$ cat config.mk
export PLATFORM = sky130hd
export DESIGN_NAME = rmst_ctrl
export DESIGN_NICKNAME = d
export VERILOG_FILES = /design/src/hw/rtl/rmst_pkg.sv /design/src/hw/rtl/rmst_ctrl.sv
export SDC_FILE = /design/constraint.sdc
export NUM_CORES = 1
export LEC_CHECK = 0
export BUFFER_PORTS_ARGS = -buffer_cell sky130_fd_sc_hd__buf_4
export CORE_AREA = 2 2 39 41
export CTS_CLUSTER_DIAMETER = 30
export DETAILED_ROUTE_END_ITERATION = 7
export DIE_AREA = 0 0 41 43
export GPL_ROUTABILITY_DRIVEN = 0
export SLEW_MARGIN = 20
export SYNTH_ARGS = -nofsm -noshare
export SYNTH_HDL_FRONTEND = slang
export SYNTH_SLANG_ARGS = --single-unit
$ cat constraint.sdc
create_clock -name clk -period 1.3 [get_ports clk]
set_clock_uncertainty 0.15 [all_clocks]
set_input_delay 0.13 -clock clk [delete_from_list [all_inputs] [get_ports clk]]
set_output_delay 0.13 -clock clk [all_outputs]
set_load 0.1 [all_outputs]
$ cat src/hw/rtl/rmst_pkg.sv
// ----------------------------------------------------------------------------
// rmst_pkg
// Shared types and constants of the range minimum segment tree: operation
// codes, controller states and the command and status bundles between the
// controller and the datapath.
// ----------------------------------------------------------------------------
package rmst_pkg;

  // default number of leaves
  localparam int LEAVES_DEF = 1024;

  // empty-range result and reset value of every tree node
  localparam logic signed [63:0] SENTINEL = 64'sd1000000000000000000;

  // operation codes of an input transaction
  typedef enum logic [1:0] {
    OP_SET   = 2'd0,
    OP_ADD   = 2'd1,
    OP_QUERY = 2'd2
  } op_t;

  // controller states
  typedef enum logic [2:0] {
    ST_CLEAR,
    ST_IDLE,
    ST_LEAF_RD,
    ST_LEAF_WR,
    ST_ASCEND,
    ST_WALK,
    ST_DRAIN,
    ST_DONE
  } state_t;

  // controller to datapath
  typedef struct packed {
    logic clr_step;   // write sentinel at clear address, advance
    logic load_set;   // capture leaf and operand for a set
    logic load_add;   // capture leaf and operand for an add
    logic leaf_wr;    // write new leaf value, fetch its sibling
    logic ascend;     // write parent minimum, move up one level
    logic load_qry;   // capture query bounds, reset running minimum
    logic q_run;      // one query walk and accumulate step
    logic res_load;   // move running minimum into the output register
  } cmd_t;

  // datapath to controller
  typedef struct packed {
    logic clr_last;   // clearing pass at last node
    logic at_top;     // parent of current node is the root
    logic busy;       // query bounds still open
    logic res_free;   // output register can take a result
    logic idx_ok;     // requested leaf exists
  } sts_t;

endpackage

$ cat src/hw/rtl/rmst_ctrl.sv
// ----------------------------------------------------------------------------
// rmst_ctrl
// Controller of the segment tree: sequences the clearing pass, leaf updates
// with their ancestor walk, and the two-ended query walk with its drain.
// ----------------------------------------------------------------------------
module rmst_ctrl
  import rmst_pkg::*;
(
  input  logic       clk,
  input  logic       rst,
  input  logic       item_valid,
  output logic       item_ready,
  input  logic [1:0] operation,
  input  sts_t       sts,
  output cmd_t       cmd
);

  state_t state;
  state_t state_next;
  op_t    op;

  assign op = op_t'(operation);

  // state register
  always_ff @(posedge clk) begin
    if (rst) begin
      state <= ST_CLEAR;
    end else begin
      state <= state_next;
    end
  end

  // next state
  always_comb begin
    state_next = state;
    unique case (state)
      ST_CLEAR: begin
        if (sts.clr_last) state_next = ST_IDLE;
      end
      ST_IDLE: begin
        if (item_valid) begin
          unique case (op)
            OP_SET:   if (sts.idx_ok) state_next = ST_LEAF_WR;
            OP_ADD:   if (sts.idx_ok) state_next = ST_LEAF_RD;
            OP_QUERY: state_next = ST_WALK;
            default:  state_next = ST_IDLE;
          endcase
        end
      end
      ST_LEAF_RD: state_next = ST_LEAF_WR;
      ST_LEAF_WR: state_next = ST_ASCEND;
      ST_ASCEND: begin
        if (sts.at_top) state_next = ST_IDLE;
      end
      ST_WALK: begin
        if (!sts.busy) state_next = ST_DRAIN;
      end
      ST_DRAIN: state_next = ST_DONE;
      ST_DONE: begin
        if (sts.res_free) state_next = ST_IDLE;
      end
      default: state_next = ST_IDLE;
    endcase
  end

  // outputs
  always_comb begin
    cmd        = '0;
    item_ready = 1'b0;
    unique case (state)
      ST_CLEAR: cmd.clr_step = 1'b1;
      ST_IDLE: begin
        item_ready = 1'b1;
        if (item_valid) begin
          unique case (op)
            OP_SET:   cmd.load_set = sts.idx_ok;
            OP_ADD:   cmd.load_add = sts.idx_ok;
            OP_QUERY: cmd.load_qry = 1'b1;
            default:  cmd.load_qry = 1'b0;
          endcase
        end
      end
      ST_LEAF_RD: cmd = '0;
      ST_LEAF_WR: cmd.leaf_wr = 1'b1;
      ST_ASCEND:  cmd.ascend  = 1'b1;
      ST_WALK:    cmd.q_run   = 1'b1;
      ST_DRAIN:   cmd.q_run   = 1'b1;
      ST_DONE:    cmd.res_load = sts.res_free;
      default:    cmd = '0;
    endcase
  end

  // only one source may drive the memory write port
  a_one_writer: assert property (@(posedge clk) disable iff (rst)
    $onehot0({cmd.clr_step, cmd.leaf_wr, cmd.ascend}))
    else $error("more than one memory write in a cycle");

  // a result is only moved into a free output register
  a_res_free: assert property (@(posedge clk) disable iff (rst)
    cmd.res_load |-> sts.res_free)
    else $error("result loaded over a pending result");

endmodule

Word level (Yosys, flattened, before mapping)
Index checks and enable logic that the tools add are counted.
{"block": "totals", "regBits": 3, "input_bits": 10, "out_inout_bits": 9, "word_cells": 43}
{"block": "op_classes", "n_eq_ne": 16, "n_mux": 22, "n_reduce_logical": 4}
{"op": "3-bit one-hot mux with 8 select lines", "count": 1}
{"op": "3-bit two-way mux", "count": 7}
{"op": "3-bit == test, second input constant", "count": 4}
{"op": "1-bit two-way mux", "count": 11}
{"op": "2-bit != test, second input constant", "count": 5}
{"op": "3-bit one-hot mux with 3 select lines", "count": 1}
{"op": "7-bit AND reduction", "count": 1}
{"op": "3-bit by 2-bit == test with 1-bit output, second input constant", "count": 2}
{"op": "3-bit != test, second input constant", "count": 2}
{"op": "2-bit two-way mux", "count": 2}
{"op": "3-bit by 1-bit == test with 1-bit output, second input constant", "count": 1}
{"op": "3-bit logical NOT", "count": 1}
{"op": "2-bit by 1-bit == test with 1-bit output, second input constant", "count": 1}
{"op": "2-bit == test, second input constant", "count": 1}
{"op": "2-bit logical NOT", "count": 1}
{"op": "2-bit OR reduction", "count": 1}

Longest topological paths before layout
{"block": "logic_depth", "ltp_word": 4, "depth_mapped": 4, "depth_no_buf": 4}

Least setup slack after synthesis
OpenSTA, ideal clock, no wires.
{"block": "synth_timing", "path_type": "reg2out", "startpoint": "register state[0]", "endpoint": "output port cmd[5] in the netlist's numbering", "arrival_time_ps": 3719, "t_required_ps": 1020, "path_slack_ps": -2699, "stages_incl_launch_ff": 4, "path_buffers": 0, "path_cell_list": "dfxtp_1 > inv_2 > or3_4 > nor4_1"}
{"item": "from (decl)", "line_no": "rmst_ctrl.sv:18", "source": "state_t state;"}
{"item": "from (signal assigned)", "line_no": "rmst_ctrl.sv:29", "source": "state <= state_next;"}
{"item": "to (decl)", "line_no": "rmst_ctrl.sv:15", "source": "output cmd_t cmd"}

==> summary.txt <==
Layout
  – Largest Register: state
  – Multi-input logic area: between 200 and 300 µm²
  – Finished Layout Cells: 86
  – Largest registers: state x3
  – Max reg flops: 3
  – Area delta synth->final: 155%
  – Reg area: 65.1 µm²
  – Filler Cell Count: 127
  – Design Area, Final: between 700 and 800 µm²
  – Final nets: 81
  – # diodes: 0
  – Layout cell share with drive strength beyond 1: 0.671

STA
  – Worst Tran Pin Value: 0.324 ns
  – Relative slew slack: 0.781
  – Setup_tns: -2.49 ns
  – Setup violators final: 11
  – Min cycle time layout: between 1.5 and 2 ns
  – RSZ-0062 raised after global routing: true
  – Final slew viol count: 0
  – Setup WS post-layout: -0.492 ns
  – Final hold violations: 0
  – Fmax: 0.558 GHz
  – Post-route clock period utilization: 1.38

Pwr
  – Switch share: 0.413
  – Power Internal: between 0.3 and 0.4 mW
  – Power Dens Cells: about 830 mW/mm²
  – Leakage: 0.313 nW
  – Psw: 0.249 mW
  – Peak supply drop: 0.395 mV
  – Sequential power share: 0.175
  – Total power: 0.603 mW
  – Clock power frac: 0.270
  – Logic pwr share: 0.555

Global routing
  – GR Overflow Total: 0
  – Largest net degree at the start of global routing: 11
  – First-pass GRT wire length: 1670 µm
  – M2 GR Usage: 0.244
  – Vias in the first global route: 413
  – Met1 Use GR: 0.147
  – Global routing met3 resource utilization: 0.0314
  – Initial antenna violation count: 0
  – Global routing's busiest layer: met2
  – Total GRT Usage: 0.139

Setup path
  – Required @ worst endpoint: approximately 1.0 ns
  – Buffer and inverter count on the worst path: 2
  – Crit Path Class: reg -> out
  – Startpoint Class: register
  – Worst path cell trace: inv_4 -> or3_4 -> nor4_4 -> buf_6
  – Delay-heaviest family, CP: simple AND/OR/NAND/NOR gates
  – Slowest CP cell: or3_4
  – Crit-path max FO: 3
  – Delay of the slowest critical-path stage: approximately 0.37 ns
  – Data arrival, critical path: between 1.5 and 2 ns
  – Crit end category: output port

Floorplan
  – Die Area: 0.00176 mm²
  – Die span in y: around 43 µm
  – Initial Util: 0.206
  – Overall die width: 41 µm
  – Row Count: 14
  – I/O pins: 19
  – CORE AREA: 0.00138 mm²

Clock tree
  – Root buf cell: clkbuf_4
  – Number of buffers created by CTS: 3
  – Clock Pin Slew Worst Setup and Hold Paths: around 0.040 ns
  – H-tree depth: 1
  – CTS Sinks: 3
  – CTS Buffer Depth: 2
  – Clock latency at the later pin of the worst-skew pair: ~0.23 ns
  – CTS tree: built

Min path
  – Worst hold-check path type: in -> reg

Synthesis
  – Area leader, netlist: dfxtp_1
  – Number of synthesized flops with an enable pin: 0
  – Yosys top cell area share: 0.211
  – Top_reg_cell synth: dfxtp_1
  – Unique masters post-synth: 21
  – Syn_nets: 51
  – Fraction of registers with async set/reset: 0
  – Mapped Cells: 41
  – Largest cells by area after synthesis: dfxtp_1, mux2i_1, and2_1
  – Synth top cells by count: inv_1, nor2_1
  – Sequential element share of the synthesized area: 0.211
  – Avg Cell Area, Syn: between 6 and 7 µm²
  – #FFs+latches synth: 3
  – Synth Warn #: 0
  – Netlist Area Pre-Place: 285 µm²

Run
  – Max cap viols: 0

Route
  – Vias: 400
  – WL final: slightly below 1000 µm
  – Remaining antenna violation count: 0
  – DRT iter0 DRCs: 7
  – Drt first pass iters: 4
  – DR vias/cell: 4.65
  – DRC: 0
  – Avg WL per Cell: 11.3 µm

Placed design
  – Detail Placement HPWL: 725 µm
  – Placed Instances: 78
  – Area after DPL: 533 µm²
  – PortBufs: 18

Run status
  – Violated checks: negative setup slack
  – Status: complete, but fails checks
-- kinds of logic (layout without fill, tap and decap cells) --
group,count (synthesis),count (layout),synth area share
buffers and inverters,7,36,0.101
AND/OR/NAND/NOR,18,18,0.360
XOR/XNOR,1,1,0.0307
multiplexers,2,2,0.0702
AO/OA/AOI/OAI,10,10,0.228
flip-flops,3,3,0.211
-- layout make-up --
class,instances,area share
repair buffers,27,0.411
clock buffers,4,0.0361
inverters,5,0.0344
multi-input cells,31,0.401
well taps,16,0.0275
flip-flops and latches,3,0.0895
-- stage by stage --
stage           util  setup WS [ns]  hold slack, ns
6_report       0.525         -0.492           0.113
5_1_grt        0.525         -0.545           0.115
4_1_cts        0.536         -0.503           0.103
3_5_place_dp   0.385         -0.360           0.176
3_3_place_gp   0.385         -0.331           0.176
2_1_floorplan      -         -0.919          0.0489
-- per-layer routing --
layer / up-vias / routed length, µm
li1: 202 / -
met1: 185 / 355
met2: 13 / 556
met3: 0 / 58
met4: 0 / 0
met5: - / 0
-- layout by cell type, fill, tap and decap left out --
cell type / Yosys / final
dfxtp_1: 3 / 1
inv_1: 4 / 3
a21oi_1: 2 / 2
dlygate4sd3_1: 0 / 1
nor3_4: 0 / 1
nor2_1: 4 / 1
clkinvlp_4: 0 / 1
a211oi_1: 1 / 1
buf_12: 0 / 6
dfxtp_2: 0 / 1
nand2_4: 0 / 1
xor2_1: 1 / 1
buf_4: 0 / 15
nand2_1: 3 / 2
inv_4: 0 / 1
or3_4: 1 / 1
buf_6: 0 / 5
a221oi_1: 2 / 1
o31ai_2: 0 / 1
dfxtp_4: 0 / 1
and2_4: 0 / 3
nor2_4: 0 / 3
a221oi_2: 0 / 1
clkbuf_4: 0 / 3
nor4_4: 0 / 2
and3b_1: 1 / 1
o21a_1: 1 / 1
nor3b_2: 0 / 1
mux2i_1: 2 / 2
clkbuf_1: 0 / 1
o21ai_0: 3 / 3
nand2b_1: 2 / 2
-- power groups by stage --
stage	Clock [mW]	Sequential, mW	Combinational (mW)
2_1_floorplan	0	0.110	0.178
3_3_place_gp	0	0.106	0.257
3_5_place_dp	0	0.106	0.260
4_1_cts	0.172	0.105	0.344
5_1_grt	0.179	0.106	0.351
6_report	0.163	0.106	0.335
-- tightest hold or removal path, stage by stage --
cell	delay [ns]
buf_4	0.11
mux2i_1	0.12
a221oi_1	0.09
-- what timing repair did --
action | CTS | global route
gates resized for setup | 35 | 0
pin swaps | 11 | 1
hold buffers | 1 | 0
buffers inserted | 5 | 0
endpoints found under the hold margin | 2 | 0
endpoints found under the setup margin | 10 | 12
-- path summary, 6_finish.rpt --
check	slack [ns]	depth (start not counted)	endpoint	startpoint
setup / recovery	-0.49	4	cmd[6]	state[0]$_SDFFE_PP0P_
hold / removal	0.11	3	state[0]$_SDFFE_PP0P_	sts[4]
setup reg to reg	-0.06	5	state[1]$_SDFFE_PP0P_	state[1]$_SDFFE_PP0P_
hold reg to reg	0.52	3	state[2]$_SDFFE_PP0P_	state[2]$_SDFFE_PP0P_
Power figures use the tool's default switching activity.
